**src/rtl/lbfs_ram.sv**
```systemverilog
// ----------------------------------------------------------------------------
// lbfs_ram - generic scratch RAM
// One write port and two registered read ports.
// ----------------------------------------------------------------------------
module lbfs_ram #(
    parameter int WIDTH = 32,
    parameter int DEPTH = 32
) (
    input  logic                     i_clk,
    input  logic                     i_we,
    input  logic [$clog2(DEPTH)-1:0] i_waddr,
    input  logic [WIDTH-1:0]         i_wdata,
    input  logic [$clog2(DEPTH)-1:0] i_raddr_a,
    input  logic [$clog2(DEPTH)-1:0] i_raddr_b,
    output logic [WIDTH-1:0]         o_rdata_a,
    output logic [WIDTH-1:0]         o_rdata_b
);

    logic [WIDTH-1:0] r_mem [DEPTH];

    // write and read, read data registered
    always_ff @(posedge i_clk) begin
        if (i_we) begin
            r_mem[i_waddr] <= i_wdata;
        end
        o_rdata_a <= r_mem[i_raddr_a];
        o_rdata_b <= r_mem[i_raddr_b];
    end

endmodule

```
**config.mk**
```make
export PLATFORM = sky130hd
export DESIGN_NAME = lbfs_ram
export DESIGN_NICKNAME = d
export VERILOG_FILES = /design/src/rtl/lbfs_ram.sv
export SDC_FILE = /design/constraint.sdc
export NUM_CORES = 1
export LEC_CHECK = 0
export BUFFER_PORTS_ARGS = -buffer_cell sky130_fd_sc_hd__buf_4
export CAP_MARGIN = 20
export CORE_UTILIZATION = 35
export DETAILED_ROUTE_END_ITERATION = 7
export GPL_ROUTABILITY_DRIVEN = 0
export REMOVE_ABC_BUFFERS = 1
export SYNTH_ARGS = -nofsm -noshare
export SYNTH_HDL_FRONTEND = slang
export SYNTH_SLANG_ARGS = --single-unit
```
**constraint.sdc**
```tcl
create_clock -name i_clk -period 3.43 [get_ports i_clk]
set_input_delay 0.1715 -clock i_clk [delete_from_list [all_inputs] [get_ports i_clk]]
set_output_delay 0.1715 -clock i_clk [all_outputs]
set_load 0.02 [all_outputs]
```
==> run metrics <==
outcome=complete, no violations; Worst Hold Path Cells=5; global-route wire length before repair=approximately 210 mm; final WL=148.2 mm; switch share=0.2307; worst-path fanout max=29; CTS Buffer Depth=3; Die Area=0.1446 mm2; Fin Hold WS=about 80 ps; Netlist cell types=24; average wire per standard cell=26.52 um; IO buf count=between 100 and 150; Reg2Reg Setup Slack=about 1900 ps; core area=roughly 0.14 mm2; Power Total=30.41 mW; R2R depth=5; Synth Instances=3450; die height=380.2 um; Seq/Total Area, Yosys=0.6397; YS warnings=0; Overflow after GRT=0; mapped cell area=between 0.05 and 0.06 mm2; hold path start=i_raddr_a[1]; placed cells=5338; P per Cell Area=roughly 530 mW/mm2; Pint=around 23 mW; Worst IR Drop VDD=between 0.0004 and 0.0005 V; Initial Utilization=0.3532; Critical Path RT=4000 ps; maxcap violations=0; H-tree depth=3; DRT Pass-1 Iters=6; unrepaired setup endpoints after global routing=false; Leak Pwr=approximately 21 nW; syn_area_per_cell=around 15 um2; Die Wd=roughly 380 um; number of synthesized flops with an enable pin=1024; part of the power in the clock network=0.422; Met3 Wirelength=10.37 mm; DP HPWL=about 82 mm; Num CTS Buffers=between 100 and 150; ratio of cells with drive above 1 in the final layout=0.1274; TritonCTS clock tree=built; post-CTS sizing=0; final core utilization=0.4085; Final Net Count=3646; Fin. Hold Viols=0; Vias=31.48k; leading register cell type out of synthesis=edfxtp_1; FFs w/ async S/R, synth=0; Vias/cell=between 5 and 6; final setup fails=0; final std cells w/o fill=5587; reg2reg start=r_mem[4][30]; TNS Setup=0 ps; synth-to-layout area growth=15.65%; Root Buffer=clkbuf_16; initial antenna violation count=8; Reg power frac=0.490; combinational fraction of design power=0.088; NetSw=7.015 mW; Hold Crit Endpoint=o_rdata_a[3]; Post-DRT Antenna Nets=0; IO Pins=113; largest net degree at the start of global routing=just under 90; DR WL met2=67.30 mm; Worst Tran Pin Value=1107 ps; DRC viols=0; vias in the first global route=31.29k; period utilization=0.6249; worst path arrival time=between 2000 and 3000 ps; Num Clock Sinks=between 1k and 1.5k; WL met1=65.82 mm; maximum clock rate=about 470 MHz; #FFs+latches synth=1088; CTS clk-pin slew, worst paths=about 60 ps; GRT Util Overall=0.1987; CP Launch Type=input pin; fillers=between 10k and 15k; Crit. End Element=flip-flop; clock latency on the worst-skew pair=740 ps; Worst Skew=approximately 29 ps; Worst slew margin=0.2618; Top Metal Used=met5; Worst Path Class, Setup=in2reg; crit path time final=between 2000 and 2500 ps; max-slew violation total from the final report=0; Hold Path Class=in2reg; iteration-0 DRC count of the detailed router=between 3k and 4k; reg2reg end=o_rdata_b[30]; # rows=138
==> worst max path at each step <==
stage / from / to / slack [ps] / depth (start not counted)
floorplan: i_raddr_b[2] / o_rdata_b[0] / -1810 / 5
global placement: i_raddr_b[1] / o_rdata_b[29] / 1190 / 7
detailed placement: i_raddr_b[1] / o_rdata_b[9] / 1160 / 7
CTS: i_raddr_a[2] / o_rdata_a[21] / 1420 / 9
global route: i_raddr_a[2] / o_rdata_a[23] / 1310 / 9
finish: i_raddr_a[2] / o_rdata_a[21] / 1290 / 9
==> worst max-delay path, cell delays in order <==
cell           delay [ps]
dlygate4sd3_1         560
buf_4                 170
and2_4                490
buf_12                310
buf_4                 310
buf_4                 280
a22oi_1               100
nand3_1               130
nand3_1               130
==> layer usage <==
layer,track usage,up-vias
met2,0.3069,1128
met3,0.03810,252
met4,0.07482,6
li1,-,13880
met5,0,-
met1,0.2762,16220
==> stage by stage <==
step | setup slack, ps | instance area [um2]
after global routing | 1308 | 57900
final | 1287 | 57910
after floorplan | -1809 | 48500
after detailed placement | 1161 | 53670
after CTS | 1424 | 57900
after global placement | 1190 | 53670
==> final cells by class <==
class / instances / area, um2 / share of cell area
well taps: 1890 / 2365 / 0.04084
clock buffers: 151 / 3112 / 0.05374
flip-flops and latches: 1088 / 32030 / 0.5531
multi-input cells: 2109 / 16780 / 0.2898
diodes: 1 / 2.502 / 0.00004321
repair buffers: 285 / 2840 / 0.04905
clock inverters: 63 / 778.2 / 0.01344
==> cell families after synthesis <==
logic type             after synthesis  synth area share
AOI/OAI and AO/OA                  576           0.07836
muxes                             1024            0.2047
buffers and inverters              253           0.03129
and+or+nand+nor                    509           0.04593
DFF                               1088            0.6397
==> synthesized netlist by cell type, types with 4 or more instances <==
cell type | count | area share
edfxtp_1 | 1024 | 0.61
mux2i_1 | 1024 | 0.20
nand2_1 | 195 | 0.015
nand3_1 | 194 | 0.019
a21oi_1 | 192 | 0.019
a22oi_1 | 192 | 0.029
a22o_1 | 128 | 0.022
clkbuf_1 | 86 | 0.0064
buf_2 | 70 | 0.0070
a31oi_1 | 64 | 0.0080
dfxtp_1 | 64 | 0.026
nor3_1 | 64 | 0.0064
buf_4 | 47 | 0.0070
buf_6 | 45 | 0.010
nor2_1 | 35 | 0.0026
nand3b_1 | 5 | 0.00075
clkbuf_4 | 4 | 0.00060
nand2b_1 | 4 | 0.00050
nor2b_1 | 4 | 0.00050
==> layout by cell type (no fill, tap or decap), drive strengths merged, types with 5 or more instances in the layout <==
master and n:
clkbuf 151, clkinv 38, a31oi 64, nand3 194, mux2i 1024, nor2 35, a22o 128, buf 251
edfxtp 1024, a22oi 192, nand3b 5, bufinv 17, a21oi 192, nand2 195, dlygate4sd3 34, dfxtp 64
nor3 64
==> power groups by stage <==
| stage | clock [mW] | sequential, mW | combinational, mW |
|---|---|---|---|
| after CTS | 13.0 | 14.9 | 2.66 |
| after global placement | 0 | 15.2 | 2.60 |
| final | 12.8 | 14.9 | 2.66 |
| after floorplan | 0 | 15.3 | 1.12 |
| after detailed placement | 0 | 15.2 | 2.61 |
| after global routing | 13.5 | 14.9 | 2.81 |
==> what timing repair did <==
| item | 4_1_cts | 5_1_grt |
|---|---|---|
| hold buffers | 34 | 0 |
| endpoints found under the hold margin | 1025 | 0 |
| buffers inserted | 0 | 0 |
==> flip-flops by register name, indices dropped and copies added, names as in the netlist <==
signal / count
o_rdata_a: 32
o_rdata_b: 32
r_mem: 1024
No activity file was read; power rests on OpenSTA's default activity.
