`src/rtl/lbfs_pkg.sv`:
```
// ----------------------------------------------------------------------------
// lbfs_pkg - shared types, codes and microcode for the BAOAB Langevin step
// Holds the Q16.16 constants, the operation and operand codes and the
// instruction ROM that drives the shared arithmetic unit.
// ----------------------------------------------------------------------------
package lbfs_pkg;

    localparam int CFG_W      = 17;
    localparam int NOISE_W    = 21;
    localparam int DATA_W     = 32;
    localparam int SCR_DEPTH  = 32;
    localparam int PC_W       = 7;

    // configuration register indexes
    localparam logic [1:0] CFG_STEP  = 2'd0;
    localparam logic [1:0] CFG_DECAY = 2'd1;
    localparam logic [1:0] CFG_GAIN  = 2'd2;

    localparam logic [CFG_W-1:0] STEP_RST  = 17'd66;
    localparam logic [CFG_W-1:0] DECAY_RST = 17'd65438;
    localparam logic [CFG_W-1:0] GAIN_RST  = 17'd4393;
    localparam logic signed [DATA_W-1:0] POS_X_RST = -32'sd6554;

    // Q16.16 constants of the potential
    localparam logic signed [DATA_W-1:0] K_INV_D2  = 32'sd8359;
    localparam logic signed [DATA_W-1:0] K_SQRT_4P = 32'sd4145;
    localparam logic signed [DATA_W-1:0] K_LIN     = 32'sd1602;
    localparam logic signed [DATA_W-1:0] K_R2      = 32'sd4514775;
    localparam logic signed [DATA_W-1:0] K_SQRT_P  = 32'sd2072;
    localparam logic signed [DATA_W-1:0] K_XW      = 32'sd9830;
    localparam logic signed [DATA_W-1:0] K_Y1      = 32'sd6554;
    localparam logic signed [DATA_W-1:0] K_TWO     = 32'sd131072;
    localparam logic signed [DATA_W-1:0] K_PK      = 32'sd26214;
    localparam logic signed [DATA_W-1:0] K_G1      = 32'sd13107;
    localparam logic signed [DATA_W-1:0] K_G2      = 32'sd52429;
    localparam logic signed [DATA_W-1:0] K_ONE     = 32'sd65536;

    // operations of the shared unit
    localparam logic [2:0] OP_MUL   = 3'd0;   // product >> 16, rounded, saturated
    localparam logic [2:0] OP_MUL17 = 3'd1;   // product >> 17, rounded, saturated
    localparam logic [2:0] OP_ADD   = 3'd2;
    localparam logic [2:0] OP_SUB   = 3'd3;
    localparam logic [2:0] OP_NEG   = 3'd4;
    localparam logic [2:0] OP_M6N   = 3'd5;   // -6 * a, saturated
    localparam logic [2:0] OP_DIV   = 3'd6;   // switch value 1/(1+a)

    // operand codes: scratch slots below 32, named operands from 32 up
    localparam logic [5:0] S0  = 6'd0;
    localparam logic [5:0] S1  = 6'd1;
    localparam logic [5:0] S2  = 6'd2;
    localparam logic [5:0] S3  = 6'd3;
    localparam logic [5:0] S4  = 6'd4;
    localparam logic [5:0] S5  = 6'd5;
    localparam logic [5:0] S6  = 6'd6;
    localparam logic [5:0] S7  = 6'd7;
    localparam logic [5:0] S8  = 6'd8;
    localparam logic [5:0] S9  = 6'd9;
    localparam logic [5:0] S10 = 6'd10;
    localparam logic [5:0] S11 = 6'd11;
    localparam logic [5:0] S12 = 6'd12;
    localparam logic [5:0] S13 = 6'd13;
    localparam logic [5:0] S14 = 6'd14;
    localparam logic [5:0] S15 = 6'd15;
    localparam logic [5:0] S16 = 6'd16;
    localparam logic [5:0] S17 = 6'd17;
    localparam logic [5:0] R_PX    = 6'd32;
    localparam logic [5:0] R_MX    = 6'd33;
    localparam logic [5:0] R_PY    = 6'd34;
    localparam logic [5:0] R_MY    = 6'd35;
    localparam logic [5:0] R_STEP  = 6'd36;
    localparam logic [5:0] R_DECAY = 6'd37;
    localparam logic [5:0] R_GAIN  = 6'd38;
    localparam logic [5:0] R_NX    = 6'd39;
    localparam logic [5:0] R_NY    = 6'd40;
    localparam logic [5:0] C_INVD2 = 6'd41;
    localparam logic [5:0] C_S4P   = 6'd42;
    localparam logic [5:0] C_LIN   = 6'd43;
    localparam logic [5:0] C_R2    = 6'd44;
    localparam logic [5:0] C_SP    = 6'd45;
    localparam logic [5:0] C_XW    = 6'd46;
    localparam logic [5:0] C_Y1    = 6'd47;
    localparam logic [5:0] C_TWO   = 6'd48;
    localparam logic [5:0] C_PK    = 6'd49;
    localparam logic [5:0] C_G1    = 6'd50;
    localparam logic [5:0] C_G2    = 6'd51;
    localparam logic [5:0] C_ONE   = 6'd52;

    typedef struct packed {
        logic [2:0] op;
        logic [5:0] dst;
        logic [5:0] sa;
        logic [5:0] sb;
        logic       last;
    } t_instr;

    function automatic t_instr mk(input logic [2:0] op, input logic [5:0] dst,
                                  input logic [5:0] sa, input logic [5:0] sb,
                                  input logic last);
        t_instr r;
        r.op   = op;
        r.dst  = dst;
        r.sa   = sa;
        r.sb   = sb;
        r.last = last;
        return r;
    endfunction

    // force at (PX, PY): fx lands in S16, fy in S17
    function automatic t_instr force_instr(input logic [5:0] idx);
        t_instr r;
        case (idx)
            6'd0:  r = mk(OP_MUL, S0,  R_PX,  R_PX,    1'b0);
            6'd1:  r = mk(OP_MUL, S1,  R_PY,  R_PY,    1'b0);
            6'd2:  r = mk(OP_MUL, S2,  S0,    C_INVD2, 1'b0);
            6'd3:  r = mk(OP_MUL, S3,  S2,    S2,      1'b0);
            6'd4:  r = mk(OP_MUL, S4,  S3,    S2,      1'b0);
            6'd5:  r = mk(OP_DIV, S5,  S4,    S4,      1'b0);
            6'd6:  r = mk(OP_SUB, S6,  C_ONE, S5,      1'b0);
            6'd7:  r = mk(OP_MUL, S7,  R_PX,  C_INVD2, 1'b0);
            6'd8:  r = mk(OP_MUL, S8,  S3,    S7,      1'b0);
            6'd9:  r = mk(OP_MUL, S9,  S5,    S5,      1'b0);
            6'd10: r = mk(OP_MUL, S8,  S8,    S9,      1'b0);
            6'd11: r = mk(OP_M6N, S10, S8,    S8,      1'b0);
            6'd12: r = mk(OP_MUL, S11, R_PX,  C_S4P,   1'b0);
            6'd13: r = mk(OP_MUL, S11, S11,   S11,     1'b0);
            6'd14: r = mk(OP_ADD, S11, S11,   C_LIN,   1'b0);
            6'd15: r = mk(OP_MUL, S12, R_PX,  S11,     1'b0);
            6'd16: r = mk(OP_SUB, S13, S0,    C_R2,    1'b0);
            6'd17: r = mk(OP_MUL, S13, S13,   C_SP,    1'b0);
            6'd18: r = mk(OP_MUL, S13, S13,   S13,     1'b0);
            6'd19: r = mk(OP_MUL, S14, S0,    C_XW,    1'b0);
            6'd20: r = mk(OP_ADD, S14, S13,   S14,     1'b0);
            6'd21: r = mk(OP_MUL, S15, S1,    C_Y1,    1'b0);
            6'd22: r = mk(OP_ADD, S14, S14,   S15,     1'b0);
            6'd23: r = mk(OP_MUL, S15, S1,    C_PK,    1'b0);
            6'd24: r = mk(OP_ADD, S15, C_TWO, S15,     1'b0);
            6'd25: r = mk(OP_SUB, S15, S15,   S14,     1'b0);
            6'd26: r = mk(OP_MUL, S12, S12,   S6,      1'b0);
            6'd27: r = mk(OP_MUL, S10, S10,   S15,     1'b0);
            6'd28: r = mk(OP_ADD, S12, S12,   S10,     1'b0);
            6'd29: r = mk(OP_MUL, S7,  R_PY,  C_G1,    1'b0);
            6'd30: r = mk(OP_MUL, S7,  S7,    S6,      1'b0);
            6'd31: r = mk(OP_MUL, S8,  R_PY,  C_G2,    1'b0);
            6'd32: r = mk(OP_MUL, S8,  S5,    S8,      1'b0);
            6'd33: r = mk(OP_ADD, S7,  S7,    S8,      1'b0);
            6'd34: r = mk(OP_NEG, S16, S12,   S12,     1'b0);
            default: r = mk(OP_NEG, S17, S7,  S7,      1'b0);
        endcase
        return r;
    endfunction

    localparam logic [PC_W-1:0] PC_MID    = 7'd36;
    localparam logic [PC_W-1:0] PC_FORCE2 = 7'd54;
    localparam logic [PC_W-1:0] PC_KICK2  = 7'd90;

    // whole step: force, kick, drift, O update, drift, force, kick
    function automatic t_instr rom(input logic [PC_W-1:0] pc);
        t_instr   r;
        logic [PC_W-1:0] off;
        off = 7'd0;
        if (pc < PC_MID) begin
            r = force_instr(pc[5:0]);
        end else if (pc < PC_FORCE2) begin
            off = pc - PC_MID;
            case (off)
                7'd0:  r = mk(OP_MUL17, S0,   R_STEP,  S16,  1'b0);
                7'd1:  r = mk(OP_ADD,   R_MX, R_MX,    S0,   1'b0);
                7'd2:  r = mk(OP_MUL17, S0,   R_STEP,  S17,  1'b0);
                7'd3:  r = mk(OP_ADD,   R_MY, R_MY,    S0,   1'b0);
                7'd4:  r = mk(OP_MUL17, S0,   R_STEP,  R_MX, 1'b0);
                7'd5:  r = mk(OP_ADD,   R_PX, R_PX,    S0,   1'b0);
                7'd6:  r = mk(OP_MUL17, S0,   R_STEP,  R_MY, 1'b0);
                7'd7:  r = mk(OP_ADD,   R_PY, R_PY,    S0,   1'b0);
                7'd8:  r = mk(OP_MUL,   S0,   R_DECAY, R_MX, 1'b0);
                7'd9:  r = mk(OP_MUL,   S1,   R_GAIN,  R_NX, 1'b0);
                7'd10: r = mk(OP_ADD,   R_MX, S0,      S1,   1'b0);
                7'd11: r = mk(OP_MUL,   S0,   R_DECAY, R_MY, 1'b0);
                7'd12: r = mk(OP_MUL,   S1,   R_GAIN,  R_NY, 1'b0);
                7'd13: r = mk(OP_ADD,   R_MY, S0,      S1,   1'b0);
                7'd14: r = mk(OP_MUL17, S0,   R_STEP,  R_MX, 1'b0);
                7'd15: r = mk(OP_ADD,   R_PX, R_PX,    S0,   1'b0);
                7'd16: r = mk(OP_MUL17, S0,   R_STEP,  R_MY, 1'b0);
                default: r = mk(OP_ADD, R_PY, R_PY,    S0,   1'b0);
            endcase
        end else if (pc < PC_KICK2) begin
            off = pc - PC_FORCE2;
            r = force_instr(off[5:0]);
        end else begin
            off = pc - PC_KICK2;
            case (off)
                7'd0:  r = mk(OP_MUL17, S0,   R_STEP, S16, 1'b0);
                7'd1:  r = mk(OP_ADD,   R_MX, R_MX,   S0,  1'b0);
                7'd2:  r = mk(OP_MUL17, S0,   R_STEP, S17, 1'b0);
                default: r = mk(OP_ADD, R_MY, R_MY,   S0,  1'b1);
            endcase
        end
        return r;
    endfunction

endpackage

```
`src/rtl/lbfs_alu.sv`:
```
// ----------------------------------------------------------------------------
// lbfs_alu - shared multiply and saturating add unit
// Operands are captured with the product; rounding and saturation
// follow from the registered values.
// ----------------------------------------------------------------------------
module lbfs_alu (
    input  logic               i_clk,
    input  logic               i_load,
    input  logic [2:0]         i_op,
    input  logic signed [31:0] i_a,
    input  logic signed [31:0] i_b,
    output logic signed [31:0] o_res
);
    import lbfs_pkg::*;

    logic [63:0]        r_prod;
    logic               r_neg;
    logic               r_sh17;
    logic               r_mul;
    logic signed [34:0] r_wide;

    logic [31:0]        ua;
    logic [31:0]        ub;
    logic signed [34:0] a35;
    logic signed [34:0] b35;
    logic signed [34:0] n_wide;
    logic [64:0]        rnd;
    logic [64:0]        mag;
    logic signed [31:0] mul_res;
    logic signed [31:0] lin_res;

    assign ua  = i_a[31] ? 32'(-i_a) : 32'(i_a);
    assign ub  = i_b[31] ? 32'(-i_b) : 32'(i_b);
    assign a35 = {{3{i_a[31]}}, i_a};
    assign b35 = {{3{i_b[31]}}, i_b};

    // select the linear result
    always_comb begin
        case (i_op)
            OP_ADD:  n_wide = a35 + b35;
            OP_SUB:  n_wide = a35 - b35;
            OP_NEG:  n_wide = -a35;
            OP_M6N:  n_wide = -((a35 <<< 2) + (a35 <<< 1));
            default: n_wide = a35;
        endcase
    end

    // capture product and sum
    always_ff @(posedge i_clk) begin
        if (i_load) begin
            r_prod <= ua * ub;
            r_neg  <= i_a[31] ^ i_b[31];
            r_sh17 <= (i_op == OP_MUL17);
            r_mul  <= (i_op == OP_MUL) || (i_op == OP_MUL17);
            r_wide <= n_wide;
        end
    end

    // round half away from zero, then saturate
    assign rnd = {1'b0, r_prod} + (r_sh17 ? 65'h10000 : 65'h8000);
    assign mag = r_sh17 ? (rnd >> 17) : (rnd >> 16);

    always_comb begin
        if (r_neg) begin
            mul_res = (mag > 65'h80000000) ? 32'sh80000000 : 32'(-mag[31:0]);
        end else begin
            mul_res = (mag > 65'h7FFFFFFF) ? 32'sh7FFFFFFF : 32'(mag[31:0]);
        end
        if (r_wide > 35'sh7FFFFFFF) begin
            lin_res = 32'sh7FFFFFFF;
        end else if (r_wide < -35'sh80000000) begin
            lin_res = 32'sh80000000;
        end else begin
            lin_res = r_wide[31:0];
        end
    end

    assign o_res = r_mul ? mul_res : lin_res;

endmodule

```
`config.mk`:
```
export PLATFORM = sky130hd
export DESIGN_NAME = lbfs_alu
export DESIGN_NICKNAME = d
export VERILOG_FILES = /design/src/rtl/lbfs_pkg.sv /design/src/rtl/lbfs_alu.sv
export SDC_FILE = /design/constraint.sdc
export NUM_CORES = 2
export LEC_CHECK = 0
export CORE_MARGIN = 3
export CORE_UTILIZATION = 40
export DETAILED_ROUTE_END_ITERATION = 10
export DONT_BUFFER_PORTS = 1
export HOLD_SLACK_MARGIN = 0.06
export PLACE_DENSITY = 0.65
export SYNTH_ARGS = -nofsm -noshare
export SYNTH_HDL_FRONTEND = slang
export SYNTH_SLANG_ARGS = --single-unit
export TNS_END_PERCENT = 5
```
`constraint.sdc`:
```
create_clock -name i_clk -period 22.3 [get_ports i_clk]
set_input_delay 3.345 -clock i_clk [delete_from_list [all_inputs] [get_ports i_clk]]
set_output_delay 3.345 -clock i_clk [all_outputs]
set_load 0.02 [all_outputs]
```
==> summary.txt <==
WS Path Type = in -> reg
starting density of the core = 40.49%
Worst setup EP type = flop
Area Overhead vs Synth = 5.925%
EDFF count, synth = 87
placed insts = 6871
row cnt = 123
Rel. slew slack = 13.82%
Routed Antenna Nets = 0
Most used DFF post-synth = edfxtp_1
hold-fix buffers at CTS = 0
GRT Util Overall = 27.77%
H-tree depth = 3
register area share after synthesis = 5.712%
drt pass-1 iters = 6
postcts setup bufs = 0
DR WL/cell = 23.79 µm
IO Pins = 101
total core area = 113000 µm²
cell taking the most area after synthesis = fa_1
fin. max-slew vios = 0
max cap viols = 0
vias = 39320
Post-synth top cells = inv_1, fa_1, nor2_1
Startpoint Class = input port
final wirelength = 164.0 mm
FF/Latch Area = 2613 µm²
Root Buffer = clkbuf_16
Filler Cells Inserted = 11370
global-route wire length before repair = 246.3 mm
fin crit period = 14.46 ns
Cell Count, Final, Fillers Out = 6895
status = finished, final reports clean
final instance area = 48450 µm²
drt via density = 5.703
Post-Route Setup TNS = 0 ns
die area = 118400 µm²
CTS Sinks = 87
port bufs = 0
layout cells sized above 1 = 4.177%
DRC violations left = 0
Initial DRC Count = 3682
initial antenna violation count = 10
Setup-failing EPs final = 0
HPWL Detailed = 131.2 mm
largest cells by area after synthesis = fa_1, ha_1, inv_1
Nets = 6740
area of the multi-input gates = 38830 µm²
vias in the first global route = 39800
hold_sp = i_load
Worst EP arrival = 14.57 ns
fmax = 69.16 MHz
Resized Gates After CTS = 0
Syn Inst Count = 5532
Post-DP Area = 48110 µm²
Bufs on Longest Clock Path = 2
cell with the most instances after synthesis = inv_1
synthesis warning total = 0
CP max FO = 32
width of the die = 344.2 µm
Cell variety after synth = 88
CTS tree = built
grt ovf = 0
Worst Max-Slew Pin Slew = 1.293 ns
Synth top area share = 39.30%
largest net degree at the start of global routing = 88
Worst-path clk slew = 0.07 ns
final hold violations = 0
number of synthesized register bits = 87
Final period util = 64.84%
Slowest Stage Delay on Critical Path = 0.69 ns
ys async rst share = 0%
slowest CP cell = a22oi_1
Avg Cell Area, Syn = 8.268 µm²
Post-Synthesis Net Count = 6890
RD Place Congestion = 0.9954
Worst Hold Depth = 0
hold endpoint = r_prod[53]
Crit path top cell by count = fa_1
Req. time, crit path = 22.41 ns
total CTS buffers = 9
Cell Area, Synth = 45740 µm²
Hold WC Path Type = in -> reg
final hold slack = 3.140 ns
RSZ-0062 raised after global routing = false
die height = 344.2 µm
## state kept, by name (all words and copies together), names as in the netlist
name	count
r_mul	1
r_neg	1
r_prod	49
r_sh17	1
r_wide	35
## area by class of cell
cell class / instances / area share, %
Multi-Input combinational cell: 4117 / 80.15
Inverter: 1058 / 8.197
Sequential cell: 87 / 5.392
Tap cell: 1500 / 3.874
Timing Repair Buffer: 109 / 1.689
Clock buffer: 9 / 0.4648
Clock inverter: 7 / 0.1963
Antenna cell: 8 / 0.04132
## placed cells by master (no fill, tap or decap), types with 22 or more instances in the layout
cell type and instances:
a21o_1 76, a21oi_1 192, a31oi_1 30, and2_1 37, and3_1 30, buf_4 109
edfxtp_1 87, fa_1 898, ha_1 391, inv_1 1057, nand2_1 658, nand2b_1 29
nand3_1 67, nand4_1 46, nor2_1 683, nor2b_1 26, nor3_1 78, nor4_1 26
o211ai_1 23, o21ai_0 204, o21bai_1 22, o31ai_1 32, xnor2_1 151, xnor2_2 44
xnor2_4 22, xor2_1 60
## logic make-up (layout without fill, tap and decap cells)
group | count (synthesis) | after routing | share of synthesized area (%)
flops | 87 | 87 | 5.712
fa+ha+maj | 1289 | 1289 | 50.00
xor+xnor | 277 | 277 | 5.304
compound gates | 771 | 771 | 10.85
mux | 24 | 24 | 0.5307
simple gates | 1756 | 1756 | 16.54
buf+inv | 1328 | 1183 | 11.06
other cells | 0 | 8 | 0
## worst max-delay path by stage
stage / from / to / slack (ns) / cells after the start
after CTS: i_b[2] / r_prod[63] / 8.00 / 33
after detailed placement: i_b[2] / r_prod[63] / 7.63 / 33
after global placement: i_b[2] / r_prod[63] / 7.83 / 33
after global routing: i_b[2] / r_prod[63] / 7.48 / 33
after floorplan: i_a[0] / r_prod[63] / 8.85 / 42
final: i_b[2] / r_prod[63] / 7.84 / 33
## routing by layer
metal | vias to the layer above | wire length, µm | GRT usage (%)
li1 | 17050 | - | -
met2 | 1944 | 73590 | 43.53
met1 | 19910 | 61040 | 34.33
met4 | 2 | 9543 | 13.45
met3 | 415 | 19850 | 9.391
met5 | - | 11 | 0
## worst max-delay path, delay by kind of cell
| family | cells | cell delay, ns |
|---|---|---|
| AOI/OAI and AO/OA | 11 | 3.18 |
| xor gates and xnor gates | 2 | 0.25 |
| adders and majority gates | 9 | 4.59 |
| buffers and inverters | 4 | 0.59 |
| and+or+nand+nor | 7 | 2.60 |
## per-stage QoR
stage                     utilization [%]  setup WS, ns
final                               42.89         7.841
after global routing                42.87         7.481
after CTS                           42.87         7.996
after detailed placement            42.59         7.633
after global placement              42.59         7.828
after floorplan                         -         8.852
Power is left out: the tool's default activity adds up to more than one toggle a clock period on the data nets, which glitch-free logic cannot reach.
