<file path="src/rtl/lbfs_pkg.sv">
// ----------------------------------------------------------------------------
// lbfs_pkg - shared types, codes and microcode for the BAOAB Langevin step
// Holds the Q16.16 constants, the operation and operand codes and the
// instruction ROM that drives the shared arithmetic unit.
// ----------------------------------------------------------------------------
package lbfs_pkg;

    localparam int CFG_W      = 17;
    localparam int NOISE_W    = 21;
    localparam int DATA_W     = 32;
    localparam int SCR_DEPTH  = 32;
    localparam int PC_W       = 7;

    // configuration register indexes
    localparam logic [1:0] CFG_STEP  = 2'd0;
    localparam logic [1:0] CFG_DECAY = 2'd1;
    localparam logic [1:0] CFG_GAIN  = 2'd2;

    localparam logic [CFG_W-1:0] STEP_RST  = 17'd66;
    localparam logic [CFG_W-1:0] DECAY_RST = 17'd65438;
    localparam logic [CFG_W-1:0] GAIN_RST  = 17'd4393;
    localparam logic signed [DATA_W-1:0] POS_X_RST = -32'sd6554;

    // Q16.16 constants of the potential
    localparam logic signed [DATA_W-1:0] K_INV_D2  = 32'sd8359;
    localparam logic signed [DATA_W-1:0] K_SQRT_4P = 32'sd4145;
    localparam logic signed [DATA_W-1:0] K_LIN     = 32'sd1602;
    localparam logic signed [DATA_W-1:0] K_R2      = 32'sd4514775;
    localparam logic signed [DATA_W-1:0] K_SQRT_P  = 32'sd2072;
    localparam logic signed [DATA_W-1:0] K_XW      = 32'sd9830;
    localparam logic signed [DATA_W-1:0] K_Y1      = 32'sd6554;
    localparam logic signed [DATA_W-1:0] K_TWO     = 32'sd131072;
    localparam logic signed [DATA_W-1:0] K_PK      = 32'sd26214;
    localparam logic signed [DATA_W-1:0] K_G1      = 32'sd13107;
    localparam logic signed [DATA_W-1:0] K_G2      = 32'sd52429;
    localparam logic signed [DATA_W-1:0] K_ONE     = 32'sd65536;

    // operations of the shared unit
    localparam logic [2:0] OP_MUL   = 3'd0;   // product >> 16, rounded, saturated
    localparam logic [2:0] OP_MUL17 = 3'd1;   // product >> 17, rounded, saturated
    localparam logic [2:0] OP_ADD   = 3'd2;
    localparam logic [2:0] OP_SUB   = 3'd3;
    localparam logic [2:0] OP_NEG   = 3'd4;
    localparam logic [2:0] OP_M6N   = 3'd5;   // -6 * a, saturated
    localparam logic [2:0] OP_DIV   = 3'd6;   // switch value 1/(1+a)

    // operand codes: scratch slots below 32, named operands from 32 up
    localparam logic [5:0] S0  = 6'd0;
    localparam logic [5:0] S1  = 6'd1;
    localparam logic [5:0] S2  = 6'd2;
    localparam logic [5:0] S3  = 6'd3;
    localparam logic [5:0] S4  = 6'd4;
    localparam logic [5:0] S5  = 6'd5;
    localparam logic [5:0] S6  = 6'd6;
    localparam logic [5:0] S7  = 6'd7;
    localparam logic [5:0] S8  = 6'd8;
    localparam logic [5:0] S9  = 6'd9;
    localparam logic [5:0] S10 = 6'd10;
    localparam logic [5:0] S11 = 6'd11;
    localparam logic [5:0] S12 = 6'd12;
    localparam logic [5:0] S13 = 6'd13;
    localparam logic [5:0] S14 = 6'd14;
    localparam logic [5:0] S15 = 6'd15;
    localparam logic [5:0] S16 = 6'd16;
    localparam logic [5:0] S17 = 6'd17;
    localparam logic [5:0] R_PX    = 6'd32;
    localparam logic [5:0] R_MX    = 6'd33;
    localparam logic [5:0] R_PY    = 6'd34;
    localparam logic [5:0] R_MY    = 6'd35;
    localparam logic [5:0] R_STEP  = 6'd36;
    localparam logic [5:0] R_DECAY = 6'd37;
    localparam logic [5:0] R_GAIN  = 6'd38;
    localparam logic [5:0] R_NX    = 6'd39;
    localparam logic [5:0] R_NY    = 6'd40;
    localparam logic [5:0] C_INVD2 = 6'd41;
    localparam logic [5:0] C_S4P   = 6'd42;
    localparam logic [5:0] C_LIN   = 6'd43;
    localparam logic [5:0] C_R2    = 6'd44;
    localparam logic [5:0] C_SP    = 6'd45;
    localparam logic [5:0] C_XW    = 6'd46;
    localparam logic [5:0] C_Y1    = 6'd47;
    localparam logic [5:0] C_TWO   = 6'd48;
    localparam logic [5:0] C_PK    = 6'd49;
    localparam logic [5:0] C_G1    = 6'd50;
    localparam logic [5:0] C_G2    = 6'd51;
    localparam logic [5:0] C_ONE   = 6'd52;

    typedef struct packed {
        logic [2:0] op;
        logic [5:0] dst;
        logic [5:0] sa;
        logic [5:0] sb;
        logic       last;
    } t_instr;

    function automatic t_instr mk(input logic [2:0] op, input logic [5:0] dst,
                                  input logic [5:0] sa, input logic [5:0] sb,
                                  input logic last);
        t_instr r;
        r.op   = op;
        r.dst  = dst;
        r.sa   = sa;
        r.sb   = sb;
        r.last = last;
        return r;
    endfunction

    // force at (PX, PY): fx lands in S16, fy in S17
    function automatic t_instr force_instr(input logic [5:0] idx);
        t_instr r;
        case (idx)
            6'd0:  r = mk(OP_MUL, S0,  R_PX,  R_PX,    1'b0);
            6'd1:  r = mk(OP_MUL, S1,  R_PY,  R_PY,    1'b0);
            6'd2:  r = mk(OP_MUL, S2,  S0,    C_INVD2, 1'b0);
            6'd3:  r = mk(OP_MUL, S3,  S2,    S2,      1'b0);
            6'd4:  r = mk(OP_MUL, S4,  S3,    S2,      1'b0);
            6'd5:  r = mk(OP_DIV, S5,  S4,    S4,      1'b0);
            6'd6:  r = mk(OP_SUB, S6,  C_ONE, S5,      1'b0);
            6'd7:  r = mk(OP_MUL, S7,  R_PX,  C_INVD2, 1'b0);
            6'd8:  r = mk(OP_MUL, S8,  S3,    S7,      1'b0);
            6'd9:  r = mk(OP_MUL, S9,  S5,    S5,      1'b0);
            6'd10: r = mk(OP_MUL, S8,  S8,    S9,      1'b0);
            6'd11: r = mk(OP_M6N, S10, S8,    S8,      1'b0);
            6'd12: r = mk(OP_MUL, S11, R_PX,  C_S4P,   1'b0);
            6'd13: r = mk(OP_MUL, S11, S11,   S11,     1'b0);
            6'd14: r = mk(OP_ADD, S11, S11,   C_LIN,   1'b0);
            6'd15: r = mk(OP_MUL, S12, R_PX,  S11,     1'b0);
            6'd16: r = mk(OP_SUB, S13, S0,    C_R2,    1'b0);
            6'd17: r = mk(OP_MUL, S13, S13,   C_SP,    1'b0);
            6'd18: r = mk(OP_MUL, S13, S13,   S13,     1'b0);
            6'd19: r = mk(OP_MUL, S14, S0,    C_XW,    1'b0);
            6'd20: r = mk(OP_ADD, S14, S13,   S14,     1'b0);
            6'd21: r = mk(OP_MUL, S15, S1,    C_Y1,    1'b0);
            6'd22: r = mk(OP_ADD, S14, S14,   S15,     1'b0);
            6'd23: r = mk(OP_MUL, S15, S1,    C_PK,    1'b0);
            6'd24: r = mk(OP_ADD, S15, C_TWO, S15,     1'b0);
            6'd25: r = mk(OP_SUB, S15, S15,   S14,     1'b0);
            6'd26: r = mk(OP_MUL, S12, S12,   S6,      1'b0);
            6'd27: r = mk(OP_MUL, S10, S10,   S15,     1'b0);
            6'd28: r = mk(OP_ADD, S12, S12,   S10,     1'b0);
            6'd29: r = mk(OP_MUL, S7,  R_PY,  C_G1,    1'b0);
            6'd30: r = mk(OP_MUL, S7,  S7,    S6,      1'b0);
            6'd31: r = mk(OP_MUL, S8,  R_PY,  C_G2,    1'b0);
            6'd32: r = mk(OP_MUL, S8,  S5,    S8,      1'b0);
            6'd33: r = mk(OP_ADD, S7,  S7,    S8,      1'b0);
            6'd34: r = mk(OP_NEG, S16, S12,   S12,     1'b0);
            default: r = mk(OP_NEG, S17, S7,  S7,      1'b0);
        endcase
        return r;
    endfunction

    localparam logic [PC_W-1:0] PC_MID    = 7'd36;
    localparam logic [PC_W-1:0] PC_FORCE2 = 7'd54;
    localparam logic [PC_W-1:0] PC_KICK2  = 7'd90;

    // whole step: force, kick, drift, O update, drift, force, kick
    function automatic t_instr rom(input logic [PC_W-1:0] pc);
        t_instr   r;
        logic [PC_W-1:0] off;
        off = 7'd0;
        if (pc < PC_MID) begin
            r = force_instr(pc[5:0]);
        end else if (pc < PC_FORCE2) begin
            off = pc - PC_MID;
            case (off)
                7'd0:  r = mk(OP_MUL17, S0,   R_STEP,  S16,  1'b0);
                7'd1:  r = mk(OP_ADD,   R_MX, R_MX,    S0,   1'b0);
                7'd2:  r = mk(OP_MUL17, S0,   R_STEP,  S17,  1'b0);
                7'd3:  r = mk(OP_ADD,   R_MY, R_MY,    S0,   1'b0);
                7'd4:  r = mk(OP_MUL17, S0,   R_STEP,  R_MX, 1'b0);
                7'd5:  r = mk(OP_ADD,   R_PX, R_PX,    S0,   1'b0);
                7'd6:  r = mk(OP_MUL17, S0,   R_STEP,  R_MY, 1'b0);
                7'd7:  r = mk(OP_ADD,   R_PY, R_PY,    S0,   1'b0);
                7'd8:  r = mk(OP_MUL,   S0,   R_DECAY, R_MX, 1'b0);
                7'd9:  r = mk(OP_MUL,   S1,   R_GAIN,  R_NX, 1'b0);
                7'd10: r = mk(OP_ADD,   R_MX, S0,      S1,   1'b0);
                7'd11: r = mk(OP_MUL,   S0,   R_DECAY, R_MY, 1'b0);
                7'd12: r = mk(OP_MUL,   S1,   R_GAIN,  R_NY, 1'b0);
                7'd13: r = mk(OP_ADD,   R_MY, S0,      S1,   1'b0);
                7'd14: r = mk(OP_MUL17, S0,   R_STEP,  R_MX, 1'b0);
                7'd15: r = mk(OP_ADD,   R_PX, R_PX,    S0,   1'b0);
                7'd16: r = mk(OP_MUL17, S0,   R_STEP,  R_MY, 1'b0);
                default: r = mk(OP_ADD, R_PY, R_PY,    S0,   1'b0);
            endcase
        end else if (pc < PC_KICK2) begin
            off = pc - PC_FORCE2;
            r = force_instr(off[5:0]);
        end else begin
            off = pc - PC_KICK2;
            case (off)
                7'd0:  r = mk(OP_MUL17, S0,   R_STEP, S16, 1'b0);
                7'd1:  r = mk(OP_ADD,   R_MX, R_MX,   S0,  1'b0);
                7'd2:  r = mk(OP_MUL17, S0,   R_STEP, S17, 1'b0);
                default: r = mk(OP_ADD, R_MY, R_MY,   S0,  1'b1);
            endcase
        end
        return r;
    endfunction

endpackage

</file>
<file path="src/rtl/lbfs_div.sv">
// ----------------------------------------------------------------------------
// lbfs_div - switch value divider
// Computes round(2^32 / (2^16 + t3)) in Q16.16, one quotient bit per cycle.
// ----------------------------------------------------------------------------
module lbfs_div (
    input  logic        i_clk,
    input  logic        i_rst_n,
    input  logic        i_start,
    input  logic [31:0] i_t3,
    output logic        o_busy,
    output logic [31:0] o_quot
);
    import lbfs_pkg::*;

    localparam int NUM_W = 35;

    logic [NUM_W-1:0] r_num;
    logic [32:0]      r_den;
    logic [32:0]      r_rem;
    logic [NUM_W-1:0] r_q;
    logic [5:0]       r_cnt;
    logic             r_busy;

    logic [32:0] den;
    logic [33:0] rem_sh;
    logic        ge;
    logic [33:0] rem_sub;

    assign den     = 33'(K_ONE) + {1'b0, i_t3};
    assign rem_sh  = {r_rem, r_num[NUM_W-1]};
    assign ge      = rem_sh >= {1'b0, r_den};
    assign rem_sub = rem_sh - {1'b0, r_den};

    // sequence control
    always_ff @(posedge i_clk) begin
        if (!i_rst_n) begin
            r_busy <= 1'b0;
            r_cnt  <= '0;
        end else if (i_start) begin
            r_busy <= 1'b1;
            r_cnt  <= '0;
        end else if (r_busy) begin
            r_cnt <= r_cnt + 6'd1;
            if (r_cnt == 6'(NUM_W - 1)) begin
                r_busy <= 1'b0;
            end
        end
    end

    // restoring division, numerator carries the rounding half
    always_ff @(posedge i_clk) begin
        if (i_start) begin
            r_num <= (NUM_W'(1) << 32) + NUM_W'(den >> 1);
            r_den <= den;
            r_rem <= '0;
            r_q   <= '0;
        end else if (r_busy) begin
            r_num <= r_num << 1;
            r_rem <= ge ? rem_sub[32:0] : rem_sh[32:0];
            r_q   <= {r_q[NUM_W-2:0], ge};
        end
    end

    assign o_busy = r_busy;
    assign o_quot = r_q[31:0];

endmodule

</file>
<file path="config.mk">
export PLATFORM = sky130hd
export DESIGN_NAME = lbfs_div
export DESIGN_NICKNAME = d
export VERILOG_FILES = /design/src/rtl/lbfs_pkg.sv /design/src/rtl/lbfs_div.sv
export SDC_FILE = /design/constraint.sdc
export NUM_CORES = 1
export LEC_CHECK = 0
export CAP_MARGIN = 25
export CORE_MARGIN = 2
export CORE_UTILIZATION = 39
export DETAILED_ROUTE_END_ITERATION = 8
export DONT_BUFFER_PORTS = 1
export GPL_ROUTABILITY_DRIVEN = 0
export GPL_TIMING_DRIVEN = 0
export SKIP_LAST_GASP = 1
export SLEW_MARGIN = 40
export SYNTH_ARGS = -nofsm -noshare
export SYNTH_HDL_FRONTEND = slang
export SYNTH_SLANG_ARGS = --single-unit
</file>
<file path="constraint.sdc">
create_clock -name i_clk -period 3.05 [get_ports i_clk]
set_input_delay 0.7625 -clock i_clk [delete_from_list [all_inputs] [get_ports i_clk]]
set_output_delay 0.7625 -clock i_clk [all_outputs]
set_load 0.01 [all_outputs]
</file>
==> reports/summary.txt <==
Post-synth cell types -> 57
Die height -> 142 µm
Fmax -> 0.339 GHz
Die area -> 20200 µm²
Status -> finished clean
Switching power of the nets -> 1.42 mW
VDD IR max -> 0.349 mV
Worst Tran Pin Value -> 0.744 ns
Leading cell type in the layout, fill and taps excluded -> nor2_1
Slew headroom -> 50.4%
Leak -> 3.34 nW
Fill cells -> 1760
CP endpoint kind -> flip-flop
CP max stage cell -> or4b_4
Post-Syn Nets -> 858
Vias in the first global route -> 5404
Initial antenna violation count -> 0
Number of flops mapped to enable cells by yosys -> 68
Clock Power Share -> 40.2%
Clk slew on worst S/H paths -> 0.06 ns
Total GRT Usage -> 17.9%
Largest net degree at the start of global routing -> 37
Int Power -> 3.71 mW
Minimum clock period -> 2.95 ns
Clk Tree Root Cell -> clkbuf_16
Worst Path Arrival -> 3.25 ns
# rows -> 50
Initial Util -> 39.8%
Clk_skew -> 0.00890 ns
Syn. warnings -> 0
Final setup TNS -> 0 ns
Fin crit share -> 96.6%
Fin nets -> 883
Register area share after synthesis -> 46.8%
Synth-to-layout area growth -> 13.9%
Global route overflow -> 0
Inserted Clock Buffers -> 17
Post-Route WL -> 17600 µm
Setup violators final -> 0
Critical Path, Cell by Cell -> inv_1, ha_2, inv_2, fa_2, a21oi_4, o22ai_4, nor3b_2, o21ai_4, o21ai_2, or4b_4, a41oi_2, xor2_1, o21ai_1
Die Span X -> 142 µm
Req. time, crit path -> 3.36 ns
DRC errors left -> 0
Comb power frac -> 17.5%
Tot Pwr -> 5.13 mW
First-pass GRT wire length -> 28500 µm
Max Fanout on Critical Path -> 6
Switching power share of the total -> 27.7%
Maxcap violations -> 0
Via count -> 5668
Final core occ -> 45.3%
CP startpoint kind -> flip-flop
Max-slew violations -> 0
Async S/R FF share, synth -> 0%
Vias/cell -> 5.36
1st-iter DRT viols -> 323
Worst skew pair latency -> 0.42 ns
Ys flop type -> dfxtp_1
Storage cell area -> 3480 µm²
Critical setup path kind -> reg -> reg
DP Wirelength -> 12800 µm
Post-CTS Hold Buffers -> 0
Cell Area, Synth -> 7440 µm²
Antenna diodes -> 0
Hold Fails Final Rpt -> 0
HP Class -> in -> reg
I/O Pins -> 68
Cell Pwr Density -> 606 nW/µm²
Layout cells sized above 1 -> 11.3%
Worst path max stage delay -> 0.52 ns
H-Tree Depth -> 4
Sequential power share -> 42.4%
PortBufs -> 0
Cells after Synth -> 786
Multi-input logic area -> 3730 µm²
First-pass DRT Iterations -> 5
Core area -> 18700 µm²
CTS tree -> yes
CTS Buffer Depth -> 2
Routed len/inst -> 16.6 µm
Synthesis-stage register bit count -> 140
Most frequent cells in the layout -> 131 x nor2_1, 78 x nand2_1, 72 x dfxtp_1
Syn_area_per_cell -> 9.47 µm²
Antenna-violating nets left -> 0
Clock tree sinks -> 140
Worst hold margin -> 0.433 ns
[worst max-delay path, delay by kind of cell, from the launching register on]
kind / cells / cell delay, ns
AOI/OAI and AO/OA: 6 / 0.84
xor gates and xnor gates: 1 / 0.19
adders and majority gates: 2 / 0.57
buffers and inverters: 2 / 0.11
DFF: 1 / 0.38
and+or+nand+nor: 2 / 0.75
[cell usage after synthesis (all sizes together) (14+ instances only)]
cell,number,area share [%]
inv,45,2.3
a21oi,35,2.4
xor2,18,2.1
dfxtp,72,19
clkbuf,24,1.2
edfxtp,68,27
buf,14,0.94
xnor2,27,3.2
mux2i,32,4.3
nand2,79,4.0
mux2,17,2.6
ha,36,6.1
nand3,27,1.8
a311oi,24,2.8
nor2,131,6.6
o21ai,22,1.5
[cells by family after synthesis]
| kind of cell | after synthesis | share of synthesized area [%] |
|---|---|---|
| compound gates | 135 | 12.6 |
| buf+inv | 83 | 4.42 |
| simple gates | 297 | 17.7 |
| flops | 140 | 46.8 |
| xor+xnor | 45 | 5.30 |
| fa+ha+maj | 37 | 6.32 |
| mux | 49 | 6.88 |
[flip-flops by register name (all words and copies together), names as in the netlist]
| name | count |
|---|---|
| r_num | 35 |
| r_den | 33 |
| r_rem | 33 |
| r_q | 32 |
| r_cnt | 6 |
| o_busy | 1 |
[final cells by class]
type / count / share of cell area, %
sequential: 140 / 41.1
timing repair buffer: 6 / 0.532
buffer: 38 / 1.98
clock inverter: 10 / 1.18
clock buffer: 22 / 5.79
tap: 234 / 3.45
multi-input combinational: 563 / 44.0
inverter: 45 / 1.99
[metal layers]
layer | global-route usage [%] | wire, µm | vias up | part of all wire (%)
met3 | 3.20 | 705 | 23 | 4.0
li1 | - | - | 2833 | -
met1 | 26.0 | 8630 | 2692 | 49
met4 | 6.05 | 300 | 0 | 1.7
met2 | 27.1 | 7930 | 120 | 45
met5 | 0 | 0 | - | 0
[through the flow]
stage	area (µm²)	setup WS (ns)	std cells
floorplan	7440	0.245	786
global placement	7730	-0.202	1020
detailed placement	7730	-0.196	1020
CTS	8370	0.0356	1053
global route	8470	-0.00895	1058
finish	8470	0.104	1058
[power by group through the flow]
stage	logic, mW	registers [mW]	clock network, mW
after CTS	0.860	2.17	2.09
final	0.897	2.17	2.06
after floorplan	0.661	2.19	0
after global routing	1.00	2.19	2.18
after detailed placement	0.837	2.21	0
after global placement	0.833	2.21	0
[worst paths after layout]
kind                                 from         to  slack [ns]  cells past startpoint
worst min-delay path             i_t3[14]  r_den[14]        0.43                      0
worst max register to register  r_num[34]  r_rem[32]        0.10                     13
worst min register to register   r_cnt[5]   r_cnt[5]        0.49                      2
worst max-delay path            r_num[34]  r_rem[32]        0.10                     13
[repair_timing]
action / CTS / global route
pin swaps: 2 / 5
endpoints found under the setup margin: 33 / 33
buffers inserted: 1 / 5
endpoints found under the hold margin: 0 / 0
gates resized for setup: 9 / 18
No activity file was read; power rests on OpenSTA's default activity.
